`config.mk`:
```
export PLATFORM = sky130hd
export DESIGN_NAME = frop_queue
export DESIGN_NICKNAME = d
export VERILOG_FILES = /design/src/design/fragment_raster_op_top_assert.svh /design/src/design/frop_pkg.sv /design/src/design/frop_queue.sv
export SDC_FILE = /design/constraint.sdc
export NUM_CORES = 1
export LEC_CHECK = 0
export ABC_AREA = 1
export BUFFER_PORTS_ARGS = -buffer_cell sky130_fd_sc_hd__clkbuf_2
export CORE_ASPECT_RATIO = 0.9
export CORE_MARGIN = 2
export CORE_UTILIZATION = 47
export DETAILED_ROUTE_END_ITERATION = 10
export PLACE_DENSITY_LB_ADDON = 0.08
export SETUP_SLACK_MARGIN = 0.1
export SLEW_MARGIN = 20
export SYNTH_ARGS = -nofsm -noshare
export SYNTH_HDL_FRONTEND = slang
export SYNTH_SLANG_ARGS = --single-unit
```
`constraint.sdc`:
```
create_clock -name clk_i -period 4.2 [get_ports clk_i]
set_clock_uncertainty 0.05 [all_clocks]
set_input_delay 1.26 -clock clk_i [delete_from_list [all_inputs] [get_ports clk_i]]
set_output_delay 1.26 -clock clk_i [all_outputs]
set_load 0.03 [all_outputs]
```
`src/design/fragment_raster_op_top_assert.svh`:
```
// ---------------------------------------------------------------------------
// Assertion macros for the fragment raster operation block
// Shared property wrappers, clocked on clk_i and disabled during reset.
// ---------------------------------------------------------------------------
`ifndef FRAGMENT_RASTER_OP_TOP_ASSERT_SVH
`define FRAGMENT_RASTER_OP_TOP_ASSERT_SVH

// The consequent must hold in the same cycle as the antecedent.
`define FROP_ASSERT_SAME(lbl, ante, cons) \
  lbl: assert property (@(posedge clk_i) disable iff (!rst_ni) (ante) |-> (cons)) \
    else $error("fragment_raster_op: same-cycle check failed");

// The consequent must hold in the cycle after the antecedent.
`define FROP_ASSERT_NEXT(lbl, ante, cons) \
  lbl: assert property (@(posedge clk_i) disable iff (!rst_ni) (ante) |=> (cons)) \
    else $error("fragment_raster_op: next-cycle check failed");

`endif

```
`src/design/frop_pkg.sv`:
```
`timescale 1ns / 1ps
// ---------------------------------------------------------------------------
// frop_pkg
// Types, constants and codes shared by the fragment raster operation block.
// ---------------------------------------------------------------------------
package frop_pkg;

  localparam int FB_COLS     = 64;
  localparam int FB_ROWS     = 64;
  localparam int FB_SIZE     = FB_COLS * FB_ROWS;
  localparam int IDX_W       = $clog2(FB_SIZE);
  localparam int QUEUE_DEPTH = 2;
  localparam int QPTR_W      = (QUEUE_DEPTH > 1) ? $clog2(QUEUE_DEPTH) : 1;
  localparam int CFG_ADDR_W  = 5;

  localparam logic [23:0] DEPTH_FAR = 24'hFF_FFFF;

  typedef enum logic [1:0] {
    STAT_WRITTEN    = 2'd0,
    STAT_OOB        = 2'd1,
    STAT_SCISSOR    = 2'd2,
    STAT_DEPTH_FAIL = 2'd3
  } status_e;

  typedef enum logic [1:0] {
    BLEND_REPLACE = 2'd0,
    BLEND_OVER    = 2'd1,
    BLEND_ADD     = 2'd2,
    BLEND_MULT    = 2'd3
  } blend_e;

  typedef enum logic [2:0] {
    REG_DEPTH_TEST  = 3'd0,
    REG_DEPTH_WRITE = 3'd1,
    REG_BLEND       = 3'd2,
    REG_SCIS_ON     = 3'd3,
    REG_SCIS_LEFT   = 3'd4,
    REG_SCIS_TOP    = 3'd5,
    REG_SCIS_COLS   = 3'd6,
    REG_SCIS_ROWS   = 3'd7
  } reg_idx_e;

  // Color channels are packed red, green, blue, alpha from index 0 up.
  localparam int CH_ALPHA = 3;
  typedef logic [3:0][7:0] rgba_t;

  typedef struct packed {
    logic        on;
    logic [10:0] left_col;
    logic [10:0] top_row;
    logic [11:0] cols;
    logic [11:0] rows;
  } scis_cfg_t;

  typedef struct packed {
    logic   depth_test_on;
    logic   depth_write_on;
    blend_e blend;
  } rop_cfg_t;

  // One classified fragment: cls is STAT_WRITTEN while its depth test is open.
  typedef struct packed {
    status_e          cls;
    logic [IDX_W-1:0] idx;
    logic [23:0]      depth;
    rgba_t            color;
  } frag_t;

  typedef struct packed {
    logic empty;
    logic full;
  } q_stat_t;

endpackage

```
`src/design/frop_queue.sv`:
```
`timescale 1ns / 1ps
// ---------------------------------------------------------------------------
// frop_queue
// Short fragment queue between the front and back sections.
// ---------------------------------------------------------------------------
module frop_queue (
  input  logic              clk_i,
  input  logic              rst_ni,
  input  logic              push_i,
  input  frop_pkg::frag_t   frag_i,
  input  logic              pop_i,
  output frop_pkg::frag_t   head_o,
  output frop_pkg::q_stat_t stat_o
);
  import frop_pkg::*;

  frag_t             slot_q [QUEUE_DEPTH];
  logic [QPTR_W-1:0] wr_ptr_q;
  logic [QPTR_W-1:0] rd_ptr_q;
  logic [QPTR_W:0]   count_q;

  function automatic logic [QPTR_W-1:0] ptr_next(input logic [QPTR_W-1:0] p);
    if (p == QPTR_W'(QUEUE_DEPTH - 1)) begin
      return '0;
    end
    return p + 1'b1;
  endfunction

  always_ff @(posedge clk_i or negedge rst_ni) begin
    if (!rst_ni) begin
      wr_ptr_q <= '0;
      rd_ptr_q <= '0;
      count_q  <= '0;
    end else begin
      if (push_i) begin
        wr_ptr_q <= ptr_next(wr_ptr_q);
      end
      if (pop_i) begin
        rd_ptr_q <= ptr_next(rd_ptr_q);
      end
      if (push_i && !pop_i) begin
        count_q <= count_q + 1'b1;
      end else if (pop_i && !push_i) begin
        count_q <= count_q - 1'b1;
      end
    end
  end

  always_ff @(posedge clk_i) begin
    if (push_i) begin
      slot_q[wr_ptr_q] <= frag_i;
    end
  end

  assign head_o       = slot_q[rd_ptr_q];
  assign stat_o.empty = (count_q == '0);
  assign stat_o.full  = (count_q == (QPTR_W + 1)'(QUEUE_DEPTH));

endmodule

```
**Yosys cells after proc, flatten, opt, wreduce, memory -nomap -nowiden**

Memories as Yosys holds them, arrays and structs flattened.
Cells that the tools add are included.

- $add $sub $neg: 4
- Eq/ne operators: 1
- Mux-type cells: 12
- Reduce and logical (&&, ||, !) cells: 6

Operators by type and width:

| kind | count |
|---|---|
| $mux W1 | 10 |
| $mux W2 | 2 |
| $add A1 B1 Y1 const B | 2 |
| $add A2 B1 Y2 const B | 1 |
| $eq A2 B2 Y1 const B | 1 |
| $logic_and A1 B1 Y1 | 2 |
| $logic_not A1 Y1 | 2 |
| $logic_not A2 Y1 | 1 |
| $reduce_bool A2 Y1 | 1 |
| $sub A2 B1 Y2 const B | 1 |

- Register bits: 4
- Bits in writable memories: 140
- Input port bits: 74
- Output and inout bits: 72
- Word-level logic and storage cells: 27
- Memories kept: 1

Memory list:

| name | words | width | read ports | clocked after Yosys merged registers in | write ports | RTL line | text |
|---|---|---|---|---|---|---|---|
| slot_q | 2 | 70 | 1 | 0 | 1 | frop_queue.sv:17 | `frag_t slot_q [QUEUE_DEPTH];` |

**Longest topological paths before layout**

- Depth after elaboration: 4
- Mapped depth: 7
- Gate-level depth less buffers: 7

**Worst setup path after synthesis**

No wires, ideal clock.

- Path type: input port to flip-flop
- Start point: in push_i
- End point: mem slot_q[0][0] (netlist name) (enable)
- Library setup time: 0.500 ns
- Arrival time: 4.234 ns
- Required time: 3.650 ns
- Slack: -0.585 ns
- Stages on the path: 2
- Buffers on the path: 0
- Cell sequence: inv_1 -> nor2_1

- Longest elaborated chain between the ends: 2

RTL lines:

| item | RTL line | text |
|---|---|---|
| start, declared | frop_queue.sv:9 | `input logic push_i,` |
| $mux W1 | frop_queue.sv:50 | `if (push_i) begin` |
| $mux W1 (not written as such) | frop_queue.sv:51 | `slot_q[wr_ptr_q] <= frag_i;` |
| end, declared | frop_queue.sv:17 |  |

Every way passes these cells.

==> impl_metrics.json <==
{
  "p_leak_nw": 2.90,
  "layout-drive-gt1-share_pct": 58.7,
  "finalWirelength_mm": 9.41,
  "start_kind": "flop",
  "viasPerCell": 4.75,
  "path_delay_family": "flip-flops",
  "fin_nets": 478,
  "yosysTopAreaCell": "edfxtp_1",
  "synthDominantCellAreaShare_pct": 74.9,
  "ys_warn_count": 0,
  "r2r_cells": 3,
  "clockBufferDepth": 2,
  "cts_setup_buffers": 0,
  "postSynthAreaPerCell_um2": 23.1,
  "place.detailed.hpwl_mm": 5.95,
  "routedWlPerCell_um": 16.5,
  "worst_ep_arrival_time_ns": 2.17,
  "synth_cells": 243,
  "setup_tns_ns": 0,
  "hold_slack_ns": 0.466,
  "row_count": 37,
  "hold_start": "count_q[1]",
  "worstMarginPinSlew_ns": 0.699,
  "grt_pass1_wl_mm": 14.7,
  "crit_path_max_incr_delay_ns": 0.83,
  "synth_area_leaders": "edfxtp_1 (75%), mux2_4 (18%), buf_12 (2.5%)",
  "end_kind": "output pin",
  "cts_buffers": 17,
  "hold_depth": 2,
  "synth_area_um2": 5610,
  "grt-ovfl-total": 0,
  "die_h_um": 108,
  "required_ns": 2.89,
  "path_cells": "buf_4 > mux2_4 > clkbuf_2",
  "clk_latency_ns": 0.40,
  "hold_viol_final": 0,
  "ys_seq_area_share_pct": 76.7,
  "grt_use_total_pct": 15.7,
  "ys_types": 14,
  "antenna_found_initial": 0,
  "outcome": "completed",
  "powerDensity_nw_per_um2": 750,
  "post-route-drc-count": 0,
  "rr_startpoint": "wr_ptr_q",
  "syn_to_final_growth_pct": 24.3,
  "r2r_setup_slack_ns": 2.46,
  "drt-initial-drc-count": 170,
  "cp_slowest_cell": "dfrtp_4",
  "dieArea_um2": 12800,
  "num_vias": 2716,
  "critPathLaunch": "rd_ptr_q",
  "cts.repair.resized": 0,
  "antennaDiodeCount": 0,
  "final_cell_area_um2": 6970,
  "coreArea_um2": 11500,
  "fin_crit_ns": 3.48,
  "pin_count": 146,
  "cts_hold_buf": 0,
  "max_freq_mhz": 287,
  "syn_nets": 318,
  "grt_pass1_vias": 2895,
  "drv_slew": 0,
  "htree_levels": 4,
  "dr.pass1.iters": 4,
  "peakVddDrop_mv": 0.542,
  "ys_ff_latch": 144,
  "finalPower_mw": 5.23,
  "slew_headroom_pct": 53.3,
  "place_area_um2": 6460,
  "path_class": "reg2out",
  "crit_fanout": 31,
  "min_to": "count_q[1]",
  "hold_class": "reg2reg",
  "io_buffers": 145,
  "rr_endpoint": "slot_q[1][25]",
  "ant_nets": 0,
  "cts_tree": "built",
  "cp.depth": 3,
  "clk_pin_slew_worst_paths_ns": 0.05,
  "finalSetupViolations": 0,
  "cts_sinks": 144,
  "root_buffer": "clkbuf_16",
  "timing.final.crit_share_pct": 82.9,
  "crit_buf_inv": 2,
  "maxCapViolCount": 0,
  "start_util_pct": 48.7,
  "grt_max_degree": 58,
  "rsz0062_at_grt": "no",
  "gp_congestion": 0.721,
  "dieWidth_um": 119
}
==> power by group <==
group          total (mW)  leakage, nW  switching (mW)  internal [mW]
Clock                1.31        0.253           0.514          0.796
Combinational        1.84         1.28            1.09          0.752
Sequential           2.07         1.36           0.163           1.91
Total                5.23         2.90            1.77           3.46
==> synth_stat cells <==
cell type / number
dfrtp_1: 4
edfxtp_1: 140
nand4_1: 1
xor2_1: 2
nor2_1: 3
nand3_1: 1
ha_1: 1
mux2_4: 69
nand2_1: 5
buf_12: 7
mux2_2: 1
xnor2_1: 1
inv_1: 7
buf_6: 1
==> metrics by stage <==
stage / cells / utilization, % / setup WS [ns]
after floorplan: 243 / - / 0.628
after global placement: 540 / 56.0 / 1.16
after detailed placement: 540 / 56.0 / 1.13
after CTS: 572 / 60.5 / 0.675
after global routing: 572 / 60.5 / 0.637
final: 572 / 60.5 / 0.716
==> area by class of cell <==
type / instances / area (µm²)
Multi-Input combinational cell: 84 / 1130
Inverter: 7 / 26.3
Fill cell: 882 / 4560
Clock buffer: 21 / 440
Sequential cell: 144 / 4310
Tap cell: 156 / 195
Clock inverter: 11 / 72.6
Timing Repair Buffer: 149 / 793
==> layout by cell type (no fill, tap or decap), drive strengths merged <==
cell	instances
xor2	2
clkinv	10
ha	1
nand3	1
buf	4
xnor2	1
dfrtp	4
inv	7
mux2	70
nand4	1
nand2	5
nor2	3
edfxtp	140
clkbuf	166
bufinv	1
==> sequential cells by signal, indices dropped and copies added, names as in the netlist <==
signal / cells
slot_q: 140
count_q: 2
rd_ptr_q: 1
wr_ptr_q: 1
==> metal layers <==
layer	up-vias	global-route usage, %	wire length, µm
li1	1270	-	-
met1	1315	18.2	3820
met2	115	24.6	4580
met3	16	7.04	809
met4	0	8.76	203
met5	-	0	0
==> worst max path at each step <==
stage	endpoint
after floorplan	slot_q[0][0]
after global placement	head_o[45]
after detailed placement	head_o[48]
after CTS	head_o[51]
after global routing	head_o[34]
final	head_o[43]
==> worst register-to-register path: stages (launching register included) <==
cell and delay, ns:
dfrtp_1 0.42, nand2_1 0.09, inv_2 0.52, buf_12 0.34
==> cells by family (layout without fill, tap and decap cells) <==
kind of cell | count (synthesis) | after routing | share of synthesized area [%]
mux | 70 | 70 | 18.7
flops | 144 | 144 | 76.7
xor+xnor | 3 | 3 | 0.469
buf+inv | 15 | 188 | 3.17
simple gates | 10 | 10 | 0.736
fa+ha+maj | 1 | 1 | 0.223
Power figures use the tool's default switching activity.
