File: src/design/fragment_raster_op_top_assert.svh
// ---------------------------------------------------------------------------
// Assertion macros for the fragment raster operation block
// Shared property wrappers, clocked on clk_i and disabled during reset.
// ---------------------------------------------------------------------------
`ifndef FRAGMENT_RASTER_OP_TOP_ASSERT_SVH
`define FRAGMENT_RASTER_OP_TOP_ASSERT_SVH

// The consequent must hold in the same cycle as the antecedent.
`define FROP_ASSERT_SAME(lbl, ante, cons) \
  lbl: assert property (@(posedge clk_i) disable iff (!rst_ni) (ante) |-> (cons)) \
    else $error("fragment_raster_op: same-cycle check failed");

// The consequent must hold in the cycle after the antecedent.
`define FROP_ASSERT_NEXT(lbl, ante, cons) \
  lbl: assert property (@(posedge clk_i) disable iff (!rst_ni) (ante) |=> (cons)) \
    else $error("fragment_raster_op: next-cycle check failed");

`endif

File: src/design/frop_pkg.sv
`timescale 1ns / 1ps
// ---------------------------------------------------------------------------
// frop_pkg
// Types, constants and codes shared by the fragment raster operation block.
// ---------------------------------------------------------------------------
package frop_pkg;

  localparam int FB_COLS     = 64;
  localparam int FB_ROWS     = 64;
  localparam int FB_SIZE     = FB_COLS * FB_ROWS;
  localparam int IDX_W       = $clog2(FB_SIZE);
  localparam int QUEUE_DEPTH = 2;
  localparam int QPTR_W      = (QUEUE_DEPTH > 1) ? $clog2(QUEUE_DEPTH) : 1;
  localparam int CFG_ADDR_W  = 5;

  localparam logic [23:0] DEPTH_FAR = 24'hFF_FFFF;

  typedef enum logic [1:0] {
    STAT_WRITTEN    = 2'd0,
    STAT_OOB        = 2'd1,
    STAT_SCISSOR    = 2'd2,
    STAT_DEPTH_FAIL = 2'd3
  } status_e;

  typedef enum logic [1:0] {
    BLEND_REPLACE = 2'd0,
    BLEND_OVER    = 2'd1,
    BLEND_ADD     = 2'd2,
    BLEND_MULT    = 2'd3
  } blend_e;

  typedef enum logic [2:0] {
    REG_DEPTH_TEST  = 3'd0,
    REG_DEPTH_WRITE = 3'd1,
    REG_BLEND       = 3'd2,
    REG_SCIS_ON     = 3'd3,
    REG_SCIS_LEFT   = 3'd4,
    REG_SCIS_TOP    = 3'd5,
    REG_SCIS_COLS   = 3'd6,
    REG_SCIS_ROWS   = 3'd7
  } reg_idx_e;

  // Color channels are packed red, green, blue, alpha from index 0 up.
  localparam int CH_ALPHA = 3;
  typedef logic [3:0][7:0] rgba_t;

  typedef struct packed {
    logic        on;
    logic [10:0] left_col;
    logic [10:0] top_row;
    logic [11:0] cols;
    logic [11:0] rows;
  } scis_cfg_t;

  typedef struct packed {
    logic   depth_test_on;
    logic   depth_write_on;
    blend_e blend;
  } rop_cfg_t;

  // One classified fragment: cls is STAT_WRITTEN while its depth test is open.
  typedef struct packed {
    status_e          cls;
    logic [IDX_W-1:0] idx;
    logic [23:0]      depth;
    rgba_t            color;
  } frag_t;

  typedef struct packed {
    logic empty;
    logic full;
  } q_stat_t;

endpackage

File: src/design/frop_front.sv
`timescale 1ns / 1ps
// ---------------------------------------------------------------------------
// frop_front
// Accepts fragments, tests bounds and scissor, forms the pixel index.
// ---------------------------------------------------------------------------
module frop_front (
  input  logic                      in_valid_i,
  output logic                      in_stall_o,
  input  logic signed [11:0]        pixel_x_i,
  input  logic signed [11:0]        pixel_y_i,
  input  logic [23:0]               frag_depth_i,
  input  logic [7:0]                src_red_i,
  input  logic [7:0]                src_green_i,
  input  logic [7:0]                src_blue_i,
  input  logic [7:0]                src_alpha_i,
  input  frop_pkg::scis_cfg_t       scis_cfg_i,
  input  logic                      clearing_i,
  input  frop_pkg::q_stat_t         q_stat_i,
  output logic                      push_o,
  output frop_pkg::frag_t           frag_o
);
  import frop_pkg::*;

  logic        oob;
  logic        outside;
  logic [12:0] ux;
  logic [12:0] uy;
  logic [12:0] x_end;
  logic [12:0] y_end;
  logic [23:0] idx_full;

  always_comb begin
    oob = pixel_x_i[11] || pixel_y_i[11] ||
          ({1'b0, pixel_x_i[10:0]} >= 12'(FB_COLS)) ||
          ({1'b0, pixel_y_i[10:0]} >= 12'(FB_ROWS));

    // Scissor sums are one bit wider so they never wrap.
    ux      = {2'b00, pixel_x_i[10:0]};
    uy      = {2'b00, pixel_y_i[10:0]};
    x_end   = {2'b00, scis_cfg_i.left_col} + {1'b0, scis_cfg_i.cols};
    y_end   = {2'b00, scis_cfg_i.top_row} + {1'b0, scis_cfg_i.rows};
    outside = scis_cfg_i.on &&
              ((ux < {2'b00, scis_cfg_i.left_col}) || (ux >= x_end) ||
               (uy < {2'b00, scis_cfg_i.top_row}) || (uy >= y_end));

    idx_full = 24'(pixel_y_i[10:0]) * 24'(FB_COLS) + 24'(pixel_x_i[10:0]);

    frag_o.idx   = idx_full[IDX_W-1:0];
    frag_o.depth = frag_depth_i;
    frag_o.color = {src_alpha_i, src_blue_i, src_green_i, src_red_i};
    if (oob) begin
      frag_o.cls = STAT_OOB;
    end else if (outside) begin
      frag_o.cls = STAT_SCISSOR;
    end else begin
      frag_o.cls = STAT_WRITTEN;
    end
  end

  assign in_stall_o = q_stat_i.full || clearing_i;
  assign push_o     = in_valid_i && !in_stall_o;

endmodule

File: config.mk
export PLATFORM = sky130hd
export DESIGN_NAME = frop_front
export DESIGN_NICKNAME = d
export VERILOG_FILES = /design/src/design/fragment_raster_op_top_assert.svh /design/src/design/frop_pkg.sv /design/src/design/frop_front.sv
export SDC_FILE = /design/constraint.sdc
export NUM_CORES = 1
export LEC_CHECK = 0
export BUFFER_PORTS_ARGS = -buffer_cell sky130_fd_sc_hd__buf_2
export CAP_MARGIN = 10
export CORE_MARGIN = 2
export CORE_UTILIZATION = 43
export DETAILED_ROUTE_END_ITERATION = 10
export GPL_TIMING_DRIVEN = 0
export PLACE_DENSITY_LB_ADDON = 0.25
export RECOVER_POWER = 100
export SLEW_MARGIN = 20
export SYNTH_ARGS = -nofsm -noshare
export SYNTH_HDL_FRONTEND = slang
export SYNTH_SLANG_ARGS = --single-unit
File: constraint.sdc
create_clock -name vclk -period 5.5
set_clock_uncertainty 0.1 [all_clocks]
set_input_delay 1.1 -clock vclk [all_inputs]
set_output_delay 1.1 -clock vclk [all_outputs]
set_load 0.01 [all_outputs]
=== After elaboration in Yosys (flattened, before gate mapping) ===
Index checks and enable logic that the tools add are counted.
Widths: inputs -> output; s select.

* Bits in registers: 0
* Bits in latches: 0
* RAM bits: 0
* Bits in read-only memories: 0
* Input port bits: 131
* Word-level logic and storage cells: 21
* Memories: 0

* $add $sub $neg: 3
* Multiply operators: 0
* Divide/modulo/power cells: 0
* $lt $le $gt $ge: 6
* Equality and inequality tests: 0
* Shifts and indexed selects: 0
* Mux-type cells: 2
* Bitwise gates (word level): 0
* Reductions and logical operators: 10

{| class="wikitable"
|+ Operator list
! operator !! number
|-
| $add 11x12->13 || 2
|-
| $ge 11x13->1 || 2
|-
| $ge 11x7->1 const B || 2
|-
| $lt 11x11->1 || 2
|-
| $add 12x11->12 || 1
|-
| $logic_or 1x1->1 || 7
|-
| $mux 2 || 2
|-
| $logic_and 1x1->1 || 2
|-
| $logic_not 1->1 || 1
|}

=== Logic depth before layout (Yosys ltp) ===
Gate-level depths: netlist of the first run.

* Depth after elaboration: 8
* Mapped depth: 16
* Depth with buffers taken out: 16

=== Worst setup path after synthesis of the first run ===
Ideal clock, no wire load.

* Path type: input to output
* From: input scis_cfg_i[1] (netlist name)
* To: output frag_o[69] (netlist name)
* Data arrival time: 3.733 ns
* Path slack: 0.567 ns
* Cell stages on the path: 16
* Path buffers: 0
* Path through: ha_1 -> a21o_1 -> a21oi_1 -> o21ai_1 -> a31oi_1 -> o21bai_1 -> a21oi_1 -> xor2_1 -> ha_1 -> nand4_1 -> nor2_1 -> a2111oi_0 -> o31ai_1 -> o2111ai_1 -> a31oi_1 -> a32o_2

{| class="wikitable"
|+ RTL lines
! item !! RTL line !! RTL
|-
| start: declaration || frop_front.sv:16 || <nowiki>input frop_pkg::scis_cfg_t scis_cfg_i,</nowiki>
|-
| end: declaration || frop_front.sv:20 || <nowiki>output frop_pkg::frag_t frag_o</nowiki>
|}

==> out/qor_table.md, run 1 <==
| Quantity | This run | Unit |
| --- | --- | --- |
| Outcome | finished, final reports clean | - |
| Fraction of final layout cells with drive strength greater than 1 | 31.9 | % |
| Total Neg Setup Slack | 0 | ns |
| Mean area per synthesized cell | 7.62 | µm² |
| Clk_buf instances | 0 | - |
| Launching element type of the critical path | input pin | - |
| Number of maximum-capacitance violations | 0 | - |
| Count of unique library cells instantiated by Yosys | 42 | - |
| Max FO, Critical Path | 3 | - |
| Initial standard-cell utilization of the core | 44.7 | % |
| Gate count after technology mapping | 347 | - |
| Final routed DRC violation total | 0 | - |
| Total placed cells including tap cells | 568 | - |
| Post-DR vias/cell | 4.94 | - |
| Slew at the pin closest to its max-slew limit | 0.428 | ns |
| Post-route fraction of the period consumed by the critical path | 96.4 | % |
| Initial antenna violation count | 0 | - |
| Area added between synthesis and finish | 30.9 | % |
| Die outline height | 82.4 | µm |
| Final weighted congestion of routability-driven global placement | 0.900 | - |
| Critical path arrival | 4.10 | ns |
| Via count of the first global-routing pass | 2,464 | - |
| Area occupied by registers | 0 | µm² |
| Via total after detailed routing | 2,823 | - |
| Sw frac | 50.5 | % |
| Origin of the worst min-delay path | frag_depth_i[20] | - |
| Leakage component of the power | 1.88 | nW |
| Post-synthesis sequential area ratio | 0 | % |
| Final setup violating endpoints | 0 | - |
| Pwr dens | 104 | mW/mm² |
| Port Buffer Count | 146 | - |
| DR WL/cell | 12.2 | µm |
| Worst Hold Class | in2out | - |
| Final layout net count | 701 | - |
| Worst max-slew margin expressed relative to the limit | 71.2 | % |
| Cell mode on critical path | o211ai_1 | - |
| Type of destination of the critical path | output port | - |
| FF+latch count | 0 | - |
| Pin count of the biggest net entering global routing | 6 | - |
| Die area | 0.00679 | mm² |
| Hold violation total from the final report | 0 | - |
| Area of combinational cells with multiple inputs | 0.00208 | mm² |
| Psw | 0.000182 | W |
| Global-route usage over all layers | 18.3 | % |
| Clk network pwr share | 0 | % |
| CP Launch Point | scis_cfg_i[12] | - |
| Type of the worst setup path | in2out | - |
| Finished Layout Cells | 571 | - |
| Post-Route WL | 6.95 | mm |
| Number of nets produced by synthesis | 550 | - |
| Worst EP required | 4.30 | ns |
| Highest cell delay on the worst timing path | 0.36 | ns |
| Cell Area, Synth | 0.00265 | mm² |
| Row count | 28 | - |
| Grt ovf | 0 | - |
| Utilization after layout | 58.5 | % |
| Antenna Violating Nets Remaining | 0 | - |
| Number of top-level design ports | 203 | - |
| Worst voltage drop across the vdd grid | 0.0481 | mV |
| Ant. Diodes | 0 | - |
| Worst-case setup margin in the final layout | 0.200 | ns |
| Drt first pass iters | 4 | - |
| Flop pwr share | 0 | % |
| Internal power summed over all cells | 0.000178 | W |
| HPWL after detailed placement | 6.20 | mm |
| Fraction of power consumed by combinational cells | 100.0 | % |
| Max Freq | 189 | MHz |
| Syn. warnings | 0 | - |
| Post-placement worst setup slack | 0.00422 | ns |
| Final Max Tran Viols | 0 | - |
| Post-layout min period | 5.30 | ns |
| Critical path, cell by cell | buf_2 -> ha_2 -> fa_2 -> a21oi_2 -> o211ai_1 -> o211a_1 -> or2_1 -> ha_1 -> and4_4 -> o211ai_1 -> a21oi_1 -> a211oi_2 -> o41ai_2 -> a32o_2 -> clkbuf_2 | - |
| 1st-iter DRT viols | 82 | - |
| Die Width | 82.4 | µm |
| Crit-path slowest cell | fa_2 | - |
| Placeable Area | 0.00592 | mm² |
| Global-route wire length before repair | 10.2 | mm |
| Fill cells | 585 | - |
-- layout by cell type (no fill, tap or decap), types with 2 or more instances in the layout --
| master | count |
|---|---|
| a211oi_1 | 6 |
| a21o_1 | 13 |
| a21oi_1 | 21 |
| a21oi_2 | 2 |
| a31oi_1 | 4 |
| buf_2 | 75 |
| buf_4 | 65 |
| clkbuf_1 | 70 |
| fa_2 | 2 |
| ha_1 | 68 |
| inv_1 | 40 |
| nand2_1 | 13 |
| nand2b_1 | 2 |
| nand3_1 | 5 |
| nand3b_1 | 2 |
| nand4b_1 | 2 |
| nor2_1 | 14 |
| nor2b_1 | 4 |
| nor3_1 | 7 |
| nor4_1 | 3 |
| o211ai_1 | 3 |
| o21a_1 | 5 |
| o21ai_0 | 6 |
| o21ai_1 | 10 |
| o21bai_1 | 6 |
| or2_1 | 3 |
| or3_1 | 2 |
| xnor2_1 | 14 |
| xor2_1 | 6 |
-- cell families (layout without fill, tap and decap cells) --
kind of cell	after synthesis	in the layout	synth area share [%]
fa+ha+maj	72	72	34.9
simple gates	64	64	13.3
mux	1	1	0.378
xor+xnor	20	20	6.62
buf+inv	103	252	23.6
compound gates	87	87	21.2
-- layout make-up --
| type | instances | share of cell area, % |
|---|---|---|
| plain buffers | 63 | 13.7 |
| well taps | 75 | 2.71 |
| repair buffers | 149 | 19.2 |
| inverters | 40 | 4.34 |
| multi-input cells | 244 | 60.1 |
-- cell usage after synthesis (7+ instances only) --
cell	instances	area [µm²]
a211oi_1	7	52.6
a21o_1	13	97.6
a21oi_1	23	115
buf_4	63	473
ha_1	69	863
inv_1	40	150
nand2_1	13	48.8
nor2_1	14	52.6
nor3_1	7	35.0
o21ai_1	10	50.1
xnor2_1	14	123
-- power groups by stage --
stage	clock network (W)	registers [W]	logic (W)
after CTS	0	0	0.000351
after global placement	0	0	0.000340
after detailed placement	0	0	0.000349
after global routing	0	0	0.000406
after floorplan	0	0	0.000241
final	0	0	0.000360
-- stage by stage --
stage	power, W	area, µm²	hold slack, ns
3_3_place_gp	0.000340	3470	2.28
3_5_place_dp	0.000349	3470	2.28
6_report	0.000360	3460	2.31
2_1_floorplan	0.000241	2650	2.19
4_1_cts	0.000351	3470	2.28
5_1_grt	0.000406	3460	2.31
-- metal layers --
metal  global-route usage, %  part of all wire [%]  vias up
met5                       0                     0        -
met3                   0.761                   8.3       13
met4                    2.67                   2.3        0
met2                    35.4                    50      130
li1                        -                     -     1466
met1                    22.7                    40     1214
-- timing repair --
item	in CTS	in global routing
pin swaps	0	6
setup buffers	0	3
hold endpoints to repair	0	0
gates resized for setup	1	12
hold buffers	0	0
endpoints found under the setup margin	1	1
-- path summary, 6_finish.rpt --
kind | slack, ns | cells after the start | end
hold / removal | 2.31 | 2 | frag_o[52]
setup / recovery | 0.20 | 15 | frag_o[69]
-- worst max-delay path, delay by kind of cell --
family                   cells  cell delay [ns]
AO/OA/AOI/OAI                8             1.47
adder cells (fa/ha/maj)      3             0.86
AND/OR/NAND/NOR              2             0.45
buffers and inverters        2             0.22
Note: power is estimated with default switching activity, not from simulation.
==> run 2, diff against run 1 <==
SETUP_SLACK_MARGIN = 0.5   (was unset)
==> run 2 against run 1 <==
Effect of this change: non-clock buffer count rose by 10; die area did not move; design area rose by 7.2%; core utilization rose by 4.2 points; combinational power rose by 13%; cell count rose by 1.8%; routed wire length rose by 9.1%; largest power group unchanged.
==> out/qor_table.md, run 2 (synthesis results as in run 1) <==
| Quantity | This run | Unit |
| --- | --- | --- |
| Die area | 0.00679 | mm² |
| Initial standard-cell utilization of the core | 44.7 | % |
| Critical path arrival | 4.06 | ns |
| Total placed cells including tap cells | 568 | - |
| Ant. Diodes | 0 | - |
| Grt ovf | 0 | - |
| Internal power summed over all cells | 0.000205 | W |
| Final routed DRC violation total | 0 | - |
| DR WL/cell | 13.1 | µm |
| Met1 Use GR | 22.9 | % |
| Antenna Violating Nets Remaining | 0 | - |
| Post-DR vias/cell | 4.96 | - |
| Worst max-slew margin expressed relative to the limit | 73.3 | % |
| Leading cell types in the layout, fill and taps excluded | buf_4 (75), buf_2 (72), clkbuf_1 (70) | - |
| Sw frac | 49.5 | % |
| Most frequent standard cell in the layout excluding fill and tap cells | buf_4 | - |
| Port Buffer Count | 146 | - |
| GR met2 Demand/Resource | 38.3 | % |
| Post-route standard cell area excluding fillers | 0.00371 | mm² |
| Hold violation total from the final report | 0 | - |
| HPWL after detailed placement | 6.20 | mm |
| Worst EP required | 4.30 | ns |
| Fraction of final layout cells with drive strength greater than 1 | 36.6 | % |
| Final hold slack | 2.31 | ns |
| FF+latch count | 0 | - |
| Clk_buf instances | 0 | - |
| Max FO, Critical Path | 2 | - |
| Highest-utilization routing layer at the global route stage | met2 | - |
| Final setup violating endpoints | 0 | - |
| Global-route usage over all layers | 19.2 | % |
| Final weighted congestion of routability-driven global placement | 0.900 | - |
| Final Max Tran Viols | 0 | - |
| Post-place instance area | 0.00347 | mm² |
| Placeable Area | 0.00592 | mm² |
| Pwr dens | 109 | mW/mm² |
| Post-route fraction of the period consumed by the critical path | 95.7 | % |
| Type of the worst setup path | in2out | - |
| Post-Route WL | 7.59 | mm |
| Via count of the first global-routing pass | 2,538 | - |
| Outcome | finished, final reports clean | - |
| Die Width | 82.4 | µm |
| Area added between synthesis and finish | 40.4 | % |
| 1st-iter DRT viols | 72 | - |
| Type of destination of the critical path | output port | - |
| Setup repair after global routing missed its margin | true | - |
| Initial antenna violation count | 0 | - |
| Area occupied by registers | 0 | µm² |
| Post-layout min period | 5.26 | ns |
| Max Freq | 190 | MHz |
| Pin count of the biggest net entering global routing | 6 | - |
| Drt first pass iters | 4 | - |
| Fraction of power consumed by combinational cells | 100.0 | % |
| Flop pwr share | 0 | % |
| Worst Hold Class | in2out | - |
| Leakage component of the power | 1.95 | nW |
| Final layout net count | 711 | - |
| Global-route met3 utilization | 0.435 | % |
| Row count | 28 | - |
| Psw | 0.000201 | W |
| Launching element type of the critical path | input pin | - |
| Slew at the pin closest to its max-slew limit | 0.397 | ns |
| Global-route wire length before repair | 10.6 | mm |
| Finished Layout Cells | 581 | - |
| Clk network pwr share | 0 | % |
| Worst voltage drop across the vdd grid | 0.0571 | mV |
| Total Neg Setup Slack | 0 | ns |
| CP Launch Point | scis_cfg_i[1] | - |
| Die outline height | 82.4 | µm |
| Post-route total power | 0.000406 | W |
| Number of maximum-capacitance violations | 0 | - |
| Via total after detailed routing | 2,883 | - |
| Number of top-level design ports | 203 | - |
| Origin of the worst min-delay path | frag_depth_i[20] | - |
| Fill cells | 555 | - |
## run 2: cell count changes in the layout (fill, tap and decap cells not counted), sizes merged
cell and delta:
clkbuf -1, buf +11
## run 2: metrics by stage
stage                     utilization (%)  setup slack [ns]
after floorplan                         -             0.567
after global placement               58.6            0.0373
after detailed placement             58.6           0.00422
after CTS                            61.6             0.334
after global routing                 62.7            0.0951
final                                62.7             0.237
## run 2: final cells by class
class | instances | area, µm² | area share (%)
Multi-Input combinational cell | 244 | 2230 | 60.0
Buffer | 63 | 473 | 12.7
Tap cell | 75 | 93.8 | 2.53
Timing Repair Buffer | 159 | 769 | 20.7
Inverter | 40 | 150 | 4.04
## run 2: worst paths after layout
path	endpoint	slack, ns	cells past startpoint
worst max-delay path	frag_o[69]	0.24	17
worst min-delay path	frag_o[52]	2.31	2
## run 2: power by group through the flow
stage	clock network, W	registers (W)	logic [W]
floorplan	0	0	0.000241
global placement	0	0	0.000340
detailed placement	0	0	0.000349
CTS	0	0	0.000377
global route	0	0	0.000450
finish	0	0	0.000406
## run 2: metal layers
layer | vias up | share of wire [%] | wire (µm)
met4 | 0 | 1.5 | 112
met5 | - | 0 | 0
met1 | 1271 | 38 | 2910
met2 | 120 | 53 | 4050
li1 | 1484 | - | -
met3 | 8 | 6.8 | 515
## run 2: repair_timing
item,4_1_cts,5_1_grt
endpoints found under the hold margin,0,0
pin swaps,26,23
setup endpoints to repair,1,1
gates resized for setup,22,22
hold buffers,0,0
setup buffers,9,4
## run 2: worst max-delay path, stage by stage
cell       delay (ns)
buf_2            0.12
ha_4             0.23
a21o_1           0.15
a21oi_1          0.25
o21ai_2          0.10
a31oi_2          0.19
o21bai_1         0.10
a21oi_1          0.18
xor2_1           0.16
ha_1             0.27
buf_4            0.15
a2111oi_4        0.39
o31ai_2          0.14
o2111ai_1        0.11
a31oi_1          0.07
a32o_2           0.23
buf_6            0.12
==> run 3, diff against run 2 <==
CORE_MARGIN = 10   (was 2)
SKIP_LAST_GASP = 1   (was unset)
==> run 3 against run 2 <==
Effect of this change: cell count is 0.34% lower; clock-buffer cell count stayed put; core utilization is 1.8 points lower; hold slack better by 0.0063 ns.
==> out/qor_table.md, run 3 (synthesis results as in run 1) <==
| Quantity | This run | Unit |
| --- | --- | --- |
| Outcome | finished, final reports clean | - |
| Setup repair after global routing missed its margin | true | - |
| Number of maximum-capacitance violations | 0 | - |
| Max Freq | 194 | MHz |
| Worst voltage drop across the vdd grid | 0.0543 | mV |
| Die Width | 98.4 | µm |
| Final routed DRC violation total | 0 | - |
| Fill cells | 616 | - |
| Clk_buf instances | 0 | - |
| CP Launch Point | scis_cfg_i[24] | - |
| Placeable Area | 0.00596 | mm² |
| Final Max Tran Viols | 0 | - |
| DR WL/cell | 15.0 | µm |
| Highest cell delay on the worst timing path | 0.38 | ns |
| Die outline height | 98.4 | µm |
| Total Neg Setup Slack | 0 | ns |
| Crit-path slowest cell | fa_2 | - |
| Critical path arrival | 3.96 | ns |
| Port Buffer Count | 146 | - |
| Area occupied by registers | 0 | µm² |
| Pin count of the biggest net entering global routing | 6 | - |
| Initial standard-cell utilization of the core | 44.4 | % |
| HPWL after detailed placement | 7.76 | mm |
| Post-layout min period | 5.16 | ns |
| Type of destination of the critical path | output port | - |
| Final layout net count | 709 | - |
| Cell mode on critical path | a21o_1 | - |
| Hold violation total from the final report | 0 | - |
| Global-route wire length before repair | 14.2 | mm |
| Row count | 28 | - |
| Cell count along the critical path | 17 | - |
| Leakage component of the power | 1.93 | nW |
| Initial antenna violation count | 0 | - |
| CTS hold repair buffers | 0 | - |
| 1st-iter DRT viols | 64 | - |
| Ant. Diodes | 0 | - |
| Post-route fraction of the period consumed by the critical path | 93.8 | % |
| Final setup violating endpoints | 0 | - |
| Final weighted congestion of routability-driven global placement | 0.883 | - |
| Leading cell types in the layout, fill and taps excluded | buf_4 (73), buf_2 (72), clkbuf_1 (70) | - |
| Critical path, cell by cell | buf_8 -> ha_4 -> inv_2 -> fa_2 -> nor2b_1 -> o21ai_1 -> a21o_1 -> a31oi_4 -> xnor2_1 -> ha_1 -> a21o_1 -> a2111oi_4 -> o31ai_2 -> o2111ai_1 -> a31oi_1 -> a32o_1 -> buf_6 | - |
| Global-route usage over all layers | 16.4 | % |
| Grt ovf | 0 | - |
| Fraction of final layout cells with drive strength greater than 1 | 34.7 | % |
| Drt first pass iters | 4 | - |
| Number of buffer and inverter instances along the worst setup path | 3 | - |
| Type of the worst setup path | in2out | - |
| Routed length on met3 | 769 | µm |
| Crit-path leading delay family | compound AO/OA/AOI/OAI gates | - |
| Post-route total power | 0.000387 | W |
| FF+latch count | 0 | - |
| Max FO, Critical Path | 3 | - |
| Die area | 0.00969 | mm² |
| Via count of the first global-routing pass | 3,095 | - |
| Wire length on met1 | 3.59 | mm |
| Area added between synthesis and finish | 37.1 | % |
| Pwr dens | 107 | mW/mm² |
| Number of top-level design ports | 203 | - |
| Worst max-slew margin expressed relative to the limit | 73.1 | % |
| Worst EP required | 4.30 | ns |
| Via total after detailed routing | 2,838 | - |
| Uppermost layer routed | met4 | - |
| Post-Route WL | 8.67 | mm |
| Detail Route met2 WL | 4.25 | mm |
| Launching element type of the critical path | input pin | - |
| Antenna Violating Nets Remaining | 0 | - |
| Most frequent standard cell in the layout excluding fill and tap cells | buf_4 | - |
| End of the critical path | frag_o[69] | - |
| Post-DR vias/cell | 4.90 | - |
| Worst Hold Class | in2out | - |
| Slew at the pin closest to its max-slew limit | 0.399 | ns |
[run 3: layer usage]
layer / vias up / GRT usage (%)
li1: 1482 / -
met1: 1228 / 18.8
met2: 124 / 30.9
met3: 4 / 4.40
met4: 0 / 0.882
met5: - / 0
[run 3: final cells by class]
cell class | instances | area [µm²] | share of cell area [%]
Inverter | 40 | 150 | 4.14
Timing Repair Buffer | 157 | 754 | 20.8
Buffer | 63 | 473 | 13.0
Tap cell | 75 | 93.8 | 2.59
Multi-Input combinational cell | 244 | 2150 | 59.4
[run 3: worst min path at each step]
stage                           from          to  cells after the start
floorplan                 in_valid_i      push_o                      2
global placement     frag_depth_i[4]  frag_o[36]                      2
detailed placement   frag_depth_i[2]  frag_o[34]                      2
CTS                  frag_depth_i[2]  frag_o[34]                      2
global route            src_red_i[7]   frag_o[7]                      2
finish              frag_depth_i[12]  frag_o[44]                      2
[run 3: per-stage QoR]
stage                     instance area, µm²  worst slack, ns  hold slack (ns)  std cells  util, %
after global routing                    3630            0.145             2.32        579     60.9
after CTS                               3690            0.371             2.29        578     62.0
after floorplan                         2650            0.567             2.19        347        -
final                                   3630            0.342             2.31        579     60.9
after detailed placement                3470          -0.0267             2.29        568     58.3
after global placement                  3470           0.0235             2.29        568     58.3
[run 3: timing repair]
item                       4_1_cts  5_1_grt
pin swaps                       27       13
gates resized for setup         27        4
setup endpoints to repair        1        1
setup buffers                   10        1
[run 3: power breakdown]
part	internal [W]	total [W]	switching, W	leakage (nW)
registers	0	0	0	0
logic	0.000194	0.000387	0.000193	1.93
clock network	0	0	0	0
total	0.000194	0.000387	0.000193	1.93
